[src/design/bcss_pkg.sv]
// shared constants and types for the box coordinate step smoother
`default_nettype none
package bcss_pkg;

  localparam int CoordBitsDef   = 12;
  localparam int FracBitsDef    = 8;
  localparam int StepDivisorDef = 5;
  localparam int NumLanes       = 4;

  // configuration register indexes
  localparam int RegSmoothEnable = 0;

  typedef enum logic [1:0] {
    PosKeep,
    PosAdvance,
    PosSeed
  } pos_sel_e;

  typedef enum logic [1:0] {
    StepKeep,
    StepNew,
    StepClear
  } step_sel_e;

  // per coordinate findings of one lane
  typedef struct packed {
    logic differs;
    logic pos_zero;
    logic new_nz;
    logic step_nz;
    logic ahead;
  } lane_stat_t;

  // state update decided by the merge stage
  typedef struct packed {
    logic      tgt_upd;
    pos_sel_e  pos_sel;
    step_sel_e step_sel;
    logic      use_adv;
  } merge_ctrl_t;

endpackage
`default_nettype wire

[src/design/bcss_merge.sv]
// merge stage: combines lane findings into the state update
`default_nettype none
module bcss_merge
  import bcss_pkg::*;
(
  input  logic        enable_i,
  input  lane_stat_t  stat_i [NumLanes],
  output logic        changed_o,
  output merge_ctrl_t ctrl_o
);

  logic any_diff;
  logic all_pos;
  logic all_new_nz;
  logic all_step_nz;
  logic all_ahead;

  always_comb begin
    any_diff    = 1'b0;
    all_pos     = 1'b1;
    all_new_nz  = 1'b1;
    all_step_nz = 1'b1;
    all_ahead   = 1'b1;
    for (int i = 0; i < NumLanes; i++) begin
      any_diff    = any_diff | stat_i[i].differs;
      all_pos     = all_pos & ~stat_i[i].pos_zero;
      all_new_nz  = all_new_nz & stat_i[i].new_nz;
      all_step_nz = all_step_nz & stat_i[i].step_nz;
      all_ahead   = all_ahead & stat_i[i].ahead;
    end
  end

  assign changed_o = enable_i & any_diff;

  always_comb begin
    ctrl_o.tgt_upd  = 1'b0;
    ctrl_o.pos_sel  = PosKeep;
    ctrl_o.step_sel = StepKeep;
    ctrl_o.use_adv  = 1'b0;
    if (enable_i) begin
      if (any_diff) begin
        ctrl_o.tgt_upd = 1'b1;
        if (all_pos) begin
          if (all_new_nz) begin
            ctrl_o.step_sel = StepNew;
            ctrl_o.pos_sel  = PosAdvance;
            ctrl_o.use_adv  = 1'b1;
          end else begin
            ctrl_o.step_sel = StepClear;
          end
        end else begin
          ctrl_o.pos_sel = PosSeed;
        end
      end else if (all_step_nz) begin
        if (all_ahead) begin
          ctrl_o.pos_sel = PosAdvance;
          ctrl_o.use_adv = 1'b1;
        end else begin
          ctrl_o.step_sel = StepClear;
        end
      end else begin
        ctrl_o.pos_sel  = PosSeed;
        ctrl_o.step_sel = StepClear;
      end
    end
  end

endmodule
`default_nettype wire

[config.mk]
export PLATFORM = sky130hd
export DESIGN_NAME = bcss_merge
export DESIGN_NICKNAME = d
export VERILOG_FILES = /design/src/design/bcss_pkg.sv /design/src/design/bcss_merge.sv
export SDC_FILE = /design/constraint.sdc
export NUM_CORES = 1
export LEC_CHECK = 0
export ABC_AREA = 0
export BUFFER_PORTS_ARGS = -buffer_cell sky130_fd_sc_hd__clkbuf_2
export CELL_PAD_IN_SITES_DETAIL_PLACEMENT = 1
export CELL_PAD_IN_SITES_GLOBAL_PLACEMENT = 2
export CORE_AREA = 2 2 39 41
export DETAILED_ROUTE_END_ITERATION = 12
export DIE_AREA = 0 0 41 43
export PLACE_DENSITY_LB_ADDON = 0.15
export SYNTH_ARGS = -nofsm -noshare
export SYNTH_HDL_FRONTEND = slang
export SYNTH_SLANG_ARGS = --single-unit
[constraint.sdc]
create_clock -name vclk -period 1.6
set_input_delay 0.24 -clock vclk [all_inputs]
set_output_delay 0.24 -clock vclk [all_outputs]
set_load 0.005 [all_outputs]
* Yosys cells after proc, flatten, opt, wreduce, memory -nomap -nowiden
Cells that the tools add are included.
Storage, ports and cells: word-level logic and storage cells 33, bits of input ports 21, bits in registers 0
Cells by class: multiplexer cells 13, bitwise logic cells 20
Operators with widths (count):
- $and A1 B1 Y1 | 13
- $mux W1 | 6
- $mux W2 | 3
- $mux W6 | 1
- $mux W5 | 1
- $mux W4 | 1
- $not A1 Y1 | 4
- $mux W3 | 1
- $or A1 B1 Y1 | 3

* Longest topological paths before layout
depth in word-level cells 7, mapped depth 4, mapped depth without buffers 3

* Worst setup path before layout
Ideal clock, no wire load.
path kind in2out, from input stat_i[9] (netlist name), to output ctrl_o[3] (netlist name), stages 4, required time 1.360 ns, arrival 1.263 ns, slack 0.097 ns, path buffers 1, cells stage by stage or4_4 -> nor4bb_1 -> a21o_1 -> buf_4
RTL lines:
- start: declaration | RTL line bcss_merge.sv:7 | input lane_stat_t stat_i [NumLanes],
- end: declaration | RTL line bcss_merge.sv:9 | output merge_ctrl_t ctrl_o

==> impl_metrics.json <==
{
  "yosys.area.top_type_share_pct": 16.48,
  "period_share_pct": 99.06,
  "die_h_um": 43,
  "ys_seq_area_share_pct": 0,
  "yosys_warnings": 0,
  "synth.most_common_cell": "nand4_1",
  "timing.hold.ws_ns": 0.8033,
  "critPathRequiredTime_ns": 1.36,
  "num_rows": 14,
  "worst_slew_pin_slew_ns": 0.2470,
  "regArea_um2": 0,
  "cp_max_fo": 6,
  "layout_setup_ws_ns": 0.01497,
  "cap_violations": 0,
  "final_area_um2": 294.0,
  "gp_congestion": 0.5979,
  "rsz0062_at_grt": "yes",
  "areaGrowthSynthToFinish_pct": 158.2,
  "antenna_found_initial": 0,
  "synth_top_cells_by_area": "nand4_1 16%, buf_4 13%, or4_4 9.9%",
  "dr_total_vias": 246,
  "clock.fmax_ghz": 0.6309,
  "die_area_mm2": 0.001763,
  "postRouteWirelength_um": 561,
  "top_layer_used": "met3",
  "grt_pass1_wl_um": 917,
  "num_antenna_cells": 0,
  "placed_area_um2": 259.0,
  "die_w_um": 41,
  "grt_max_degree": 7,
  "min_path_type": "in -> out",
  "hold_viol": 0,
  "worstHoldStart": "enable_i",
  "post-cts-setup-buffers": 0,
  "seq_cell_count": 0,
  "core-area_mm2": 0.001384,
  "peakVddDrop_uv": 38.73,
  "slew_violations": 0,
  "total_power_mw": 0.04870,
  "ios": 28,
  "post-route-min-period_ns": 1.585,
  "dp_slack_ns": -0.02121,
  "routedWlPerCell_um": 9.508,
  "holdPathEnd": "ctrl_o[4]",
  "syn_area_um2": 113.9,
  "ant_nets": 0,
  "critPathArrivalTime_ns": 1.35,
  "clock_buffer_count": 0,
  "synthDistinctLibCells": 12,
  "hold-path-cell-count": 3,
  "met2RoutedLength_um": 348,
  "final_nets": 66,
  "leakage_nw": 0.1698,
  "nFillCells": 185,
  "start_kind": "primary input",
  "wl_met1_um": 165,
  "hpwl_um": 533.2,
  "synth_common_cells": "3 x nand4_1, 2 x buf_4, 2 x nand2_1, 2 x nor2_1",
  "setup_viol": 0,
  "status": "finished, final reports clean",
  "first_pass_iters": 1,
  "grtUsageTotal_pct": 6.993,
  "viasPerCell": 4.169,
  "drt_iter0_drc": 0,
  "syn_nets": 38,
  "path_class": "in -> out",
  "drive_gt1_share_pct": 76.74,
  "syn_inst": 17,
  "cp-end-kind": "output pin",
  "avgSynthCellArea_um2": 6.698,
  "p_per_area_mw_per_mm2": 165.6,
  "met3WireLength_um": 48,
  "slew-limit-headroom_pct": 83.39,
  "initial_core_util_pct": 8.228,
  "gr-total-overflow": 0,
  "drc": 0,
  "port-buffer-count": 28,
  "grt_pass1_vias": 276,
  "synth.largest_area_cell": "nand4_1"
}
[layer usage]
metal / track usage, % / vias to the layer above
met4: 0 / 0
met5: 0 / -
met3: 0 / 0
met2: 15.94 / 16
met1: 6.013 / 111
li1: - / 119
[timing repair]
action | in CTS | in global routing
resized for setup | 1 | 4
gates cloned | 0 | 0
hold buffers | 0 | 0
pin swaps | 0 | 3
setup endpoints to repair | 1 | 3
[layout make-up]
type | count | area, µm² | area share, %
well taps | 16 | 20.02 | 6.809
multi-input cells | 14 | 123.9 | 42.13
repair buffers | 28 | 146.4 | 49.79
inverters | 1 | 3.754 | 1.277
[kinds of logic after synthesis]
group	share of synthesized area, %
buffers and inverters	16.48
AO/OA/AOI/OAI	23.08
AND/OR/NAND/NOR	60.45
[worst max-delay path, cell delays in order]
cell	delay [ns]
buf_6	0.09
or4_4	0.57
nor4bb_4	0.18
a21o_1	0.16
clkbuf_2	0.11
[metrics by stage]
stage	instances	setup TNS [ns]	util, %
after floorplan	17	0	-
after global placement	59	0	18.72
after detailed placement	59	-0.02121	18.72
after CTS	59	0	19.26
after global routing	59	-0.06842	21.25
final	59	0	21.25
[power breakdown]
group,switching [mW],leakage (nW),internal (mW)
Clock,0,0,0
Sequential,0,0,0
Combinational,0.0184,0.170,0.0303
[cell usage in the layout (no fill, tap or decap)]
| cell | synthesis | routed |
|---|---|---|
| o32ai_2 | 0 | 1 |
| and2_2 | 1 | 1 |
| o211a_1 | 1 | 1 |
| nand2_1 | 2 | 2 |
| clkbuf_2 | 0 | 27 |
| inv_1 | 1 | 1 |
| nand4_1 | 3 | 3 |
| nor2_1 | 2 | 2 |
| nor4_2 | 0 | 1 |
| nor4bb_4 | 0 | 1 |
| buf_6 | 0 | 1 |
| a21o_1 | 1 | 1 |
| or4_4 | 1 | 1 |
[worst max path at each step]
stage / from / endpoint / slack, ns / cells after the start
floorplan: stat_i[9] / ctrl_o[3] / 0.1 / 4
global placement: stat_i[9] / ctrl_o[2] / 0.03 / 4
detailed placement: stat_i[9] / ctrl_o[2] / -0.02 / 4
CTS: stat_i[9] / ctrl_o[3] / 0.02 / 5
global route: stat_i[19] / ctrl_o[0] / -0.03 / 5
finish: stat_i[19] / ctrl_o[3] / 0.01 / 5
(Power assumes the default switching activity.)
