## config.mk

```make
export PLATFORM = sky130hd
export DESIGN_NAME = bcss_lane
export DESIGN_NICKNAME = d
export VERILOG_FILES = /design/src/design/bcss_pkg.sv /design/src/design/bcss_lane.sv
export SDC_FILE = /design/constraint.sdc
export NUM_CORES = 1
export LEC_CHECK = 0
export BUFFER_PORTS_ARGS = -buffer_cell sky130_fd_sc_hd__buf_2
export CORE_MARGIN = 2
export CORE_UTILIZATION = 30
export DETAILED_ROUTE_END_ITERATION = 7
export PLACE_DENSITY_LB_ADDON = 0.15
export SLEW_MARGIN = 20
export SYNTH_ARGS = -nofsm -noshare
export SYNTH_HDL_FRONTEND = slang
export SYNTH_SLANG_ARGS = --single-unit
export TNS_END_PERCENT = 30
```

## constraint.sdc

```tcl
create_clock -name vclk -period 62
set_clock_uncertainty 0.2 [all_clocks]
set_input_delay 12.4 -clock vclk [all_inputs]
set_output_delay 12.4 -clock vclk [all_outputs]
set_load 0.03 [all_outputs]
```

## src/design/bcss_pkg.sv

```systemverilog
// shared constants and types for the box coordinate step smoother
`default_nettype none
package bcss_pkg;

  localparam int CoordBitsDef   = 12;
  localparam int FracBitsDef    = 8;
  localparam int StepDivisorDef = 5;
  localparam int NumLanes       = 4;

  // configuration register indexes
  localparam int RegSmoothEnable = 0;

  typedef enum logic [1:0] {
    PosKeep,
    PosAdvance,
    PosSeed
  } pos_sel_e;

  typedef enum logic [1:0] {
    StepKeep,
    StepNew,
    StepClear
  } step_sel_e;

  // per coordinate findings of one lane
  typedef struct packed {
    logic differs;
    logic pos_zero;
    logic new_nz;
    logic step_nz;
    logic ahead;
  } lane_stat_t;

  // state update decided by the merge stage
  typedef struct packed {
    logic      tgt_upd;
    pos_sel_e  pos_sel;
    step_sel_e step_sel;
    logic      use_adv;
  } merge_ctrl_t;

endpackage
`default_nettype wire

```

## src/design/bcss_lane.sv

```systemverilog
// one coordinate lane: distance, step division, advance and rounding
`default_nettype none
module bcss_lane
  import bcss_pkg::*;
#(
  parameter int COORD_BITS   = CoordBitsDef,
  parameter int FRAC_BITS    = FracBitsDef,
  parameter int STEP_DIVISOR = StepDivisorDef
) (
  input  logic signed [COORD_BITS-1:0]           tgt_i,
  input  logic signed [COORD_BITS-1:0]           last_i,
  input  logic signed [COORD_BITS+FRAC_BITS-1:0] pos_i,
  input  logic signed [COORD_BITS+FRAC_BITS-1:0] step_i,
  input  logic                                   changed_i,
  output lane_stat_t                             stat_o,
  output logic signed [COORD_BITS+FRAC_BITS-1:0] step_new_o,
  output logic signed [COORD_BITS+FRAC_BITS-1:0] seed_o,
  output logic signed [COORD_BITS+FRAC_BITS-1:0] adv_o,
  output logic signed [COORD_BITS-1:0]           rnd_o
);

  localparam int P          = COORD_BITS + FRAC_BITS;
  localparam int RecipShift = P + $clog2(STEP_DIVISOR);
  localparam int ProdW      = 2 * P + 1 + RecipShift;
  localparam longint unsigned RecipFull =
    ((64'd1 << RecipShift) + 64'(STEP_DIVISOR) - 64'd1) / STEP_DIVISOR;
  localparam logic [P:0] RecipM = RecipFull[P:0];

  logic signed [P:0]     delta;
  logic [P:0]            delta_neg;
  logic [P-1:0]          mag;
  logic [ProdW-1:0]      prod;
  logic [P-1:0]          quo;
  logic [P:0]            step_w;
  logic signed [P-1:0]   step_use;
  logic [P:0]            sum_w;
  logic [P-1:0]          adv;
  logic [COORD_BITS-1:0] qi;
  logic                  inc;
  logic [COORD_BITS:0]   rnd_w;

  assign seed_o    = {tgt_i, {FRAC_BITS{1'b0}}};
  assign delta     = {seed_o[P-1], seed_o} - {pos_i[P-1], pos_i};
  assign delta_neg = -delta;
  // magnitude stays below 2^P
  assign mag       = delta[P] ? delta_neg[P-1:0] : delta[P-1:0];

  // exact floor division by the constant through a rounded-up reciprocal
  assign prod = ProdW'(mag) * ProdW'(RecipM);
  assign quo  = prod[RecipShift +: P];

  always_comb begin
    if (delta[P]) begin
      step_w = -{1'b0, quo};
    end else begin
      step_w = {1'b0, quo};
    end
  end

  // saturate to the position range
  assign step_new_o = (step_w[P] != step_w[P-1]) ? {step_w[P], {(P-1){~step_w[P]}}}
                                                 : step_w[P-1:0];

  assign step_use = changed_i ? step_new_o : step_i;
  assign sum_w    = {pos_i[P-1], pos_i} + {step_use[P-1], step_use};
  assign adv      = (sum_w[P] != sum_w[P-1]) ? {sum_w[P], {(P-1){~sum_w[P]}}}
                                             : sum_w[P-1:0];
  assign adv_o    = adv;

  // round half to even, only upward overflow is possible
  assign qi    = adv[P-1:FRAC_BITS];
  assign inc   = adv[FRAC_BITS-1] & ((|adv[FRAC_BITS-2:0]) | qi[0]);
  assign rnd_w = {qi[COORD_BITS-1], qi} + {{COORD_BITS{1'b0}}, inc};
  assign rnd_o = (rnd_w[COORD_BITS] != rnd_w[COORD_BITS-1])
                 ? {rnd_w[COORD_BITS], {(COORD_BITS-1){~rnd_w[COORD_BITS]}}}
                 : rnd_w[COORD_BITS-1:0];

  assign stat_o.differs  = (tgt_i != last_i);
  assign stat_o.pos_zero = (pos_i == '0);
  assign stat_o.new_nz   = (step_new_o != '0);
  assign stat_o.step_nz  = (step_i != '0);
  assign stat_o.ahead    = (delta != '0) && (step_i != '0) && (delta[P] == step_i[P-1]);

endmodule
`default_nettype wire

```

## After elaboration in Yosys (flattened, before gate mapping)

Cells that the tools add are included.

- Reductions and logical operators: 7
- Add/sub/neg operators: 5
- Mux-type cells: 6
- Bitwise gates (word level): 5
- Multiply operators: 1
- Equal/unequal tests: 5

Operators with widths:

| cell | number |
|---|---|
| two-way mux 20 bit | 4 |
| multiplier 20 x 20 -> 40 bit, second input constant | 1 |
| nonzero test 20 bit | 2 |
| adder 20 x 20 -> 21 bit | 1 |
| two-way mux 21 bit | 1 |
| negation 18 -> 21 bit | 1 |
| nonzero test 21 bit | 1 |
| subtractor 20 x 20 -> 21 bit | 1 |
| zero test 20 bit | 1 |
| negation 20 bit | 1 |
| adder 12 x 2 -> 13 bit | 1 |
| two-way mux 12 bit | 1 |
| inequality test 12 bit | 1 |
| OR reduction 7 bit | 1 |
| inequality test 1 bit | 3 |
| inverter 1 bit | 3 |
| logical AND 1 bit | 2 |
| bitwise AND 1 bit | 1 |
| == test 1 bit | 1 |
| bitwise OR 1 bit | 1 |

- Output and inout port bits: 77
- Bits in registers: 0
- Logic and storage cells: 29

## Logic depth before layout (Yosys ltp)

- Depth in word-level cells: 18
- Mapped depth: 74
- Gate-level depth less buffers: 69

## Worst setup path before layout

OpenSTA, ideal clock, no wires.

- Path kind: input to output
- Start point: input pos_i[9]
- End point: output rnd_o[9]
- Data arrival time: 28.452 ns
- Setup slack: 20.948 ns
- Required time: 49.400 ns
- Buffers on the path: 9
- Stages on the path: 69
- Cell sequence: inv_1 > ha_1 > a21o_1 > a221o_1 > o211ai_4 > and3_1 > clkbuf_1 > clkbuf_1 > clkbuf_1 > o21ai_0 > xnor2_1 > ha_1 > fa_1 > ha_1 > inv_1 > fa_1 > inv_1 > fa_1 > (+33 left out) > a21o_1 > a21oi_1 > o21bai_1 > xor2_1 > ha_1 > inv_1 > clkbuf_1 > a21oi_1 > clkbuf_1 > nor2_1 > ha_1 > inv_1 > or3_1 > nor4_1 > nand2_1 > and3_1 > buf_2 > a211oi_1

- Elaborated cells between the ends (all ways): 21
- Classes of those cells: add/sub (5); mul (1); eq/ne (3); mux (6); bitwise (5); reduce/logical (1)

RTL lines:

| what | RTL line | text |
|---|---|---|
| from (decl) | bcss_lane.sv:12 | `input logic signed [COORD_BITS+FRAC_BITS-1:0] pos_i,` |
| subtractor 20 x 20 -> 21 bit * | bcss_lane.sv:43 | `assign delta = {seed_o[P-1], seed_o} - {pos_i[P-1], pos_i};` |
| negation 20 bit | bcss_lane.sv:44 | `assign delta_neg = -delta;` |
| two-way mux 20 bit | bcss_lane.sv:46 | `assign mag = delta[P] ? delta_neg[P-1:0] : delta[P-1:0];` |
| multiplier 20 x 20 -> 40 bit | bcss_lane.sv:49 | `assign prod = ProdW'(mag) * ProdW'(RecipM);` |
| negation 18 -> 21 bit | bcss_lane.sv:54 | `step_w = -{1'b0, quo};` |
| two-way mux 21 bit * | bcss_lane.sv:53 | `if (delta[P]) begin` |
| inequality test 1 bit or inverter 1 bit (tied branches) | bcss_lane.sv:61 | `assign step_new_o = (step_w[P] != step_w[P-1]) ? {step_w[P], {(P-1){~step_w[P]}}}` |
| two-way mux 20 bit * | bcss_lane.sv:61 |  |
| named net step_new_o[1] | bcss_lane.sv:16 | `output logic signed [COORD_BITS+FRAC_BITS-1:0] step_new_o,` |
| two-way mux 20 bit * | bcss_lane.sv:64 | `assign step_use = changed_i ? step_new_o : step_i;` |
| adder 20 x 20 -> 21 bit * | bcss_lane.sv:65 | `assign sum_w = {pos_i[P-1], pos_i} + {step_use[P-1], step_use};` |
| inequality test 1 bit or inverter 1 bit (tied branches) | bcss_lane.sv:66 | `assign adv = (sum_w[P] != sum_w[P-1]) ? {sum_w[P], {(P-1){~sum_w[P]}}}` |
| two-way mux 20 bit * | bcss_lane.sv:66 |  |
| named net adv_o[9] | bcss_lane.sv:18 | `output logic signed [COORD_BITS+FRAC_BITS-1:0] adv_o,` |
| adder 12 x 2 -> 13 bit * | bcss_lane.sv:73 | `assign rnd_w = {qi[COORD_BITS-1], qi} + {{COORD_BITS{1'b0}}, inc};` |
| inequality test 1 bit or inverter 1 bit (tied branches) | bcss_lane.sv:74, bcss_lane.sv:75 |  |
| two-way mux 12 bit * | bcss_lane.sv:75 | `? {rnd_w[COORD_BITS], {(COORD_BITS-1){~rnd_w[COORD_BITS]}}}` |
| to (decl) | bcss_lane.sv:19 | `output logic signed [COORD_BITS-1:0] rnd_o` |

Mark *: on every way through the listed nets, which the timed path passes. The rest lies on a longest branch.

## Worst setup path in the final report

- Start point: input pos_i[0]
- End point: output rnd_o[0]

- Word-level cells in the longest chain between the ends: 18
- Elaborated cells between the ends (all ways): 21
- Classes of those cells: add/sub (5); mul (1); eq/ne (3); mux (6); bitwise (5); reduce/logical (1)

RTL lines:

| what | RTL line | text |
|---|---|---|
| subtractor 20 x 20 -> 21 bit | bcss_lane.sv:43 |  |
| negation 20 bit | bcss_lane.sv:44 |  |
| two-way mux 20 bit | bcss_lane.sv:46 |  |
| multiplier 20 x 20 -> 40 bit | bcss_lane.sv:49 |  |
| negation 18 -> 21 bit | bcss_lane.sv:54 |  |
| two-way mux 21 bit | bcss_lane.sv:53 |  |
| inequality test 1 bit or inverter 1 bit (tied branches) | bcss_lane.sv:61 |  |
| two-way mux 20 bit | bcss_lane.sv:61 |  |
| (+2 left out) | -- |  |
| inequality test 1 bit or inverter 1 bit (tied branches) | bcss_lane.sv:66 |  |
| two-way mux 20 bit * | bcss_lane.sv:66 |  |
| OR reduction 7 bit | bcss_lane.sv:72 | `assign inc = adv[FRAC_BITS-1] & ((\|adv[FRAC_BITS-2:0]) \| qi[0]);` |
| bitwise OR 1 bit | bcss_lane.sv:72 |  |
| bitwise AND 1 bit | bcss_lane.sv:72 |  |
| adder 12 x 2 -> 13 bit * | bcss_lane.sv:73 |  |
| inequality test 1 bit or inverter 1 bit (tied branches) | bcss_lane.sv:74, bcss_lane.sv:75 |  |
| two-way mux 12 bit * | bcss_lane.sv:75 |  |

Every way passes the cells marked *; elsewhere a longest branch is shown, timed or not.

==> metrics.txt <==
hold violation total from the final report=0; Distinct cells, synth=90; FF+latch area=0 sq um; Final nets=2005; IO Port Bufs=134; first-pass GRT wire length=63540 um; CP endpoint kind=output port; Setup CP Type=primary input to output port; Seq cells=0; post-route ant nets=0; GPL Wtd Cong=0.9161; CP Data Required Time=49.40 ns; sequential share of the synthesized area=0%; Slew Limit Fails=0; Die H=205.0 um; Initial Util=30.42%; Fin Setup TNS=0 ns; WL final=39590 um; CTS Hold Bufs=0; status=complete, no violations; fin crit period=43.25 ns; total grt overflow=0; cells after synthesis=1471; 1st-iter DRT viols=730; post-cts resize count=0; Rel. slew slack=33.88%; Worst path slowest cell=a21oi_1; area delta synth->final=8.955%; Hold Crit Class=primary input to output port; Ys Warns=0; commonest cells after routing, fill and taps aside=274 x inv_1, 237 x ha_1, 140 x fa_1; Setup violations, final=0; antenna violations before repair=0; largest area contributor in the netlist=ha_1; Highest Clock Rate=23.12 MHz; vias per cell=5.003; Max FO, Critical Path=22; aggregate global-route resource usage=19.45%; Yosys top cell area share=24.48%; Tcrit/Tclk final=69.76%; drt pass-1 iters=5; buffer count from post-CTS setup fixing=0; wire length per cell=18.98 um; Antenna Cells=0; CP most frequent cell=inv_1; Clock buffer cells=0; nature of the critical path startpoint=primary input; I/O pins=142; Max-Cap Viols=0; Core ar.=39820 sq um; Arr. time, crit path=30.65 ns; main area contributors after synthesis=ha_1 24%, fa_1 23%, inv_1 8.5%; Slew @ Worst Pin=0.9847 ns; DRC viols=0; Die Width=205.0 um; syn_area_per_cell=8.235 sq um; Detailed Place HPWL=36030 um; unrepaired setup endpoints after global routing=no; Worst path max stage delay=0.73 ns; via count=10440; Die ar.=42000 sq um; fraction of layout instances using a drive strength above 1=13.20%; largest net degree at the start of global routing=25; Cell Area, Synth=12110 sq um; FP Rows=73; vias in the first global route=10960; commonest non-fill, non-tap cell in the layout=inv_1
-- kinds of logic (layout without fill, tap and decap cells) --
family,Yosys count,in the layout,share of synthesized area (%)
fa+ha+maj,377,377,47.61
compound gates,298,298,16.80
buf+inv,330,413,10.99
other cells,1,8,0.03096
xor+xnor,104,104,7.736
simple gates,339,339,14.81
mux,22,22,2.014
-- path summary, 6_finish.rpt --
check | start | end | slack [ns] | cells past startpoint
setup / recovery | pos_i[0] | rnd_o[0] | 18.75 | 70
hold / removal | tgt_i[9] | seed_o[17] | 24.90 | 2
-- per-layer routing --
layer  global-route usage [%]  part of all wire (%)  up-vias
li1                         -                     -     5153
met1                    28.02                    49     4995
met2                    32.40                    46      261
met3                    1.718                   4.1       27
met4                    2.287                   1.4        0
met5                        0                     0        -
-- cells in the mapped netlist, types with 12 or more instances --
cell type  instances
a211oi_1          13
a21o_1            34
a21oi_1           82
a31oi_1           12
and2_1            12
buf_4             20
clkbuf_1          25
fa_1             140
ha_1             237
inv_1            274
mux2_2            18
nand2_1           70
nand3_1           24
nand4_1           15
nor2_1           101
nor3_1            21
nor4_1            18
o211ai_1          17
o21ai_0           48
o21bai_1          14
xnor2_1           57
xor2_1            45
-- worst max-delay path, delay by kind of cell --
family | cells | cell delay [ns]
XOR/XNOR | 4 | 1.16
multiplexers | 1 | 0.34
adder cells (fa/ha/maj) | 13 | 5.90
buffers and inverters | 11 | 1.73
AO/OA/AOI/OAI | 24 | 5.57
AND/OR/NAND/NOR | 17 | 3.49
-- area by class of cell --
type                       count  area [sq um]
fill                        4308         26620
inverter                     275          1032
multi-input combinational   1148         10810
tap                          525         656.9
timing repair buffer         138         700.7
-- stage by stage --
stage	std cells	setup slack, ns	util (%)	hold slack [ns]	instance area [sq um]
finish	2086	18.75	33.14	24.90	13200
global route	2086	17.14	33.14	24.91	13200
CTS	2086	18.71	33.14	24.91	13200
detailed placement	2086	18.82	33.14	24.91	13200
global placement	2086	19.13	33.14	24.91	13200
floorplan	1478	20.95	-	24.73	12140
Power is left out: the tool's default activity adds up to more than one toggle a clock period on the data nets, which glitch-free logic cannot reach.
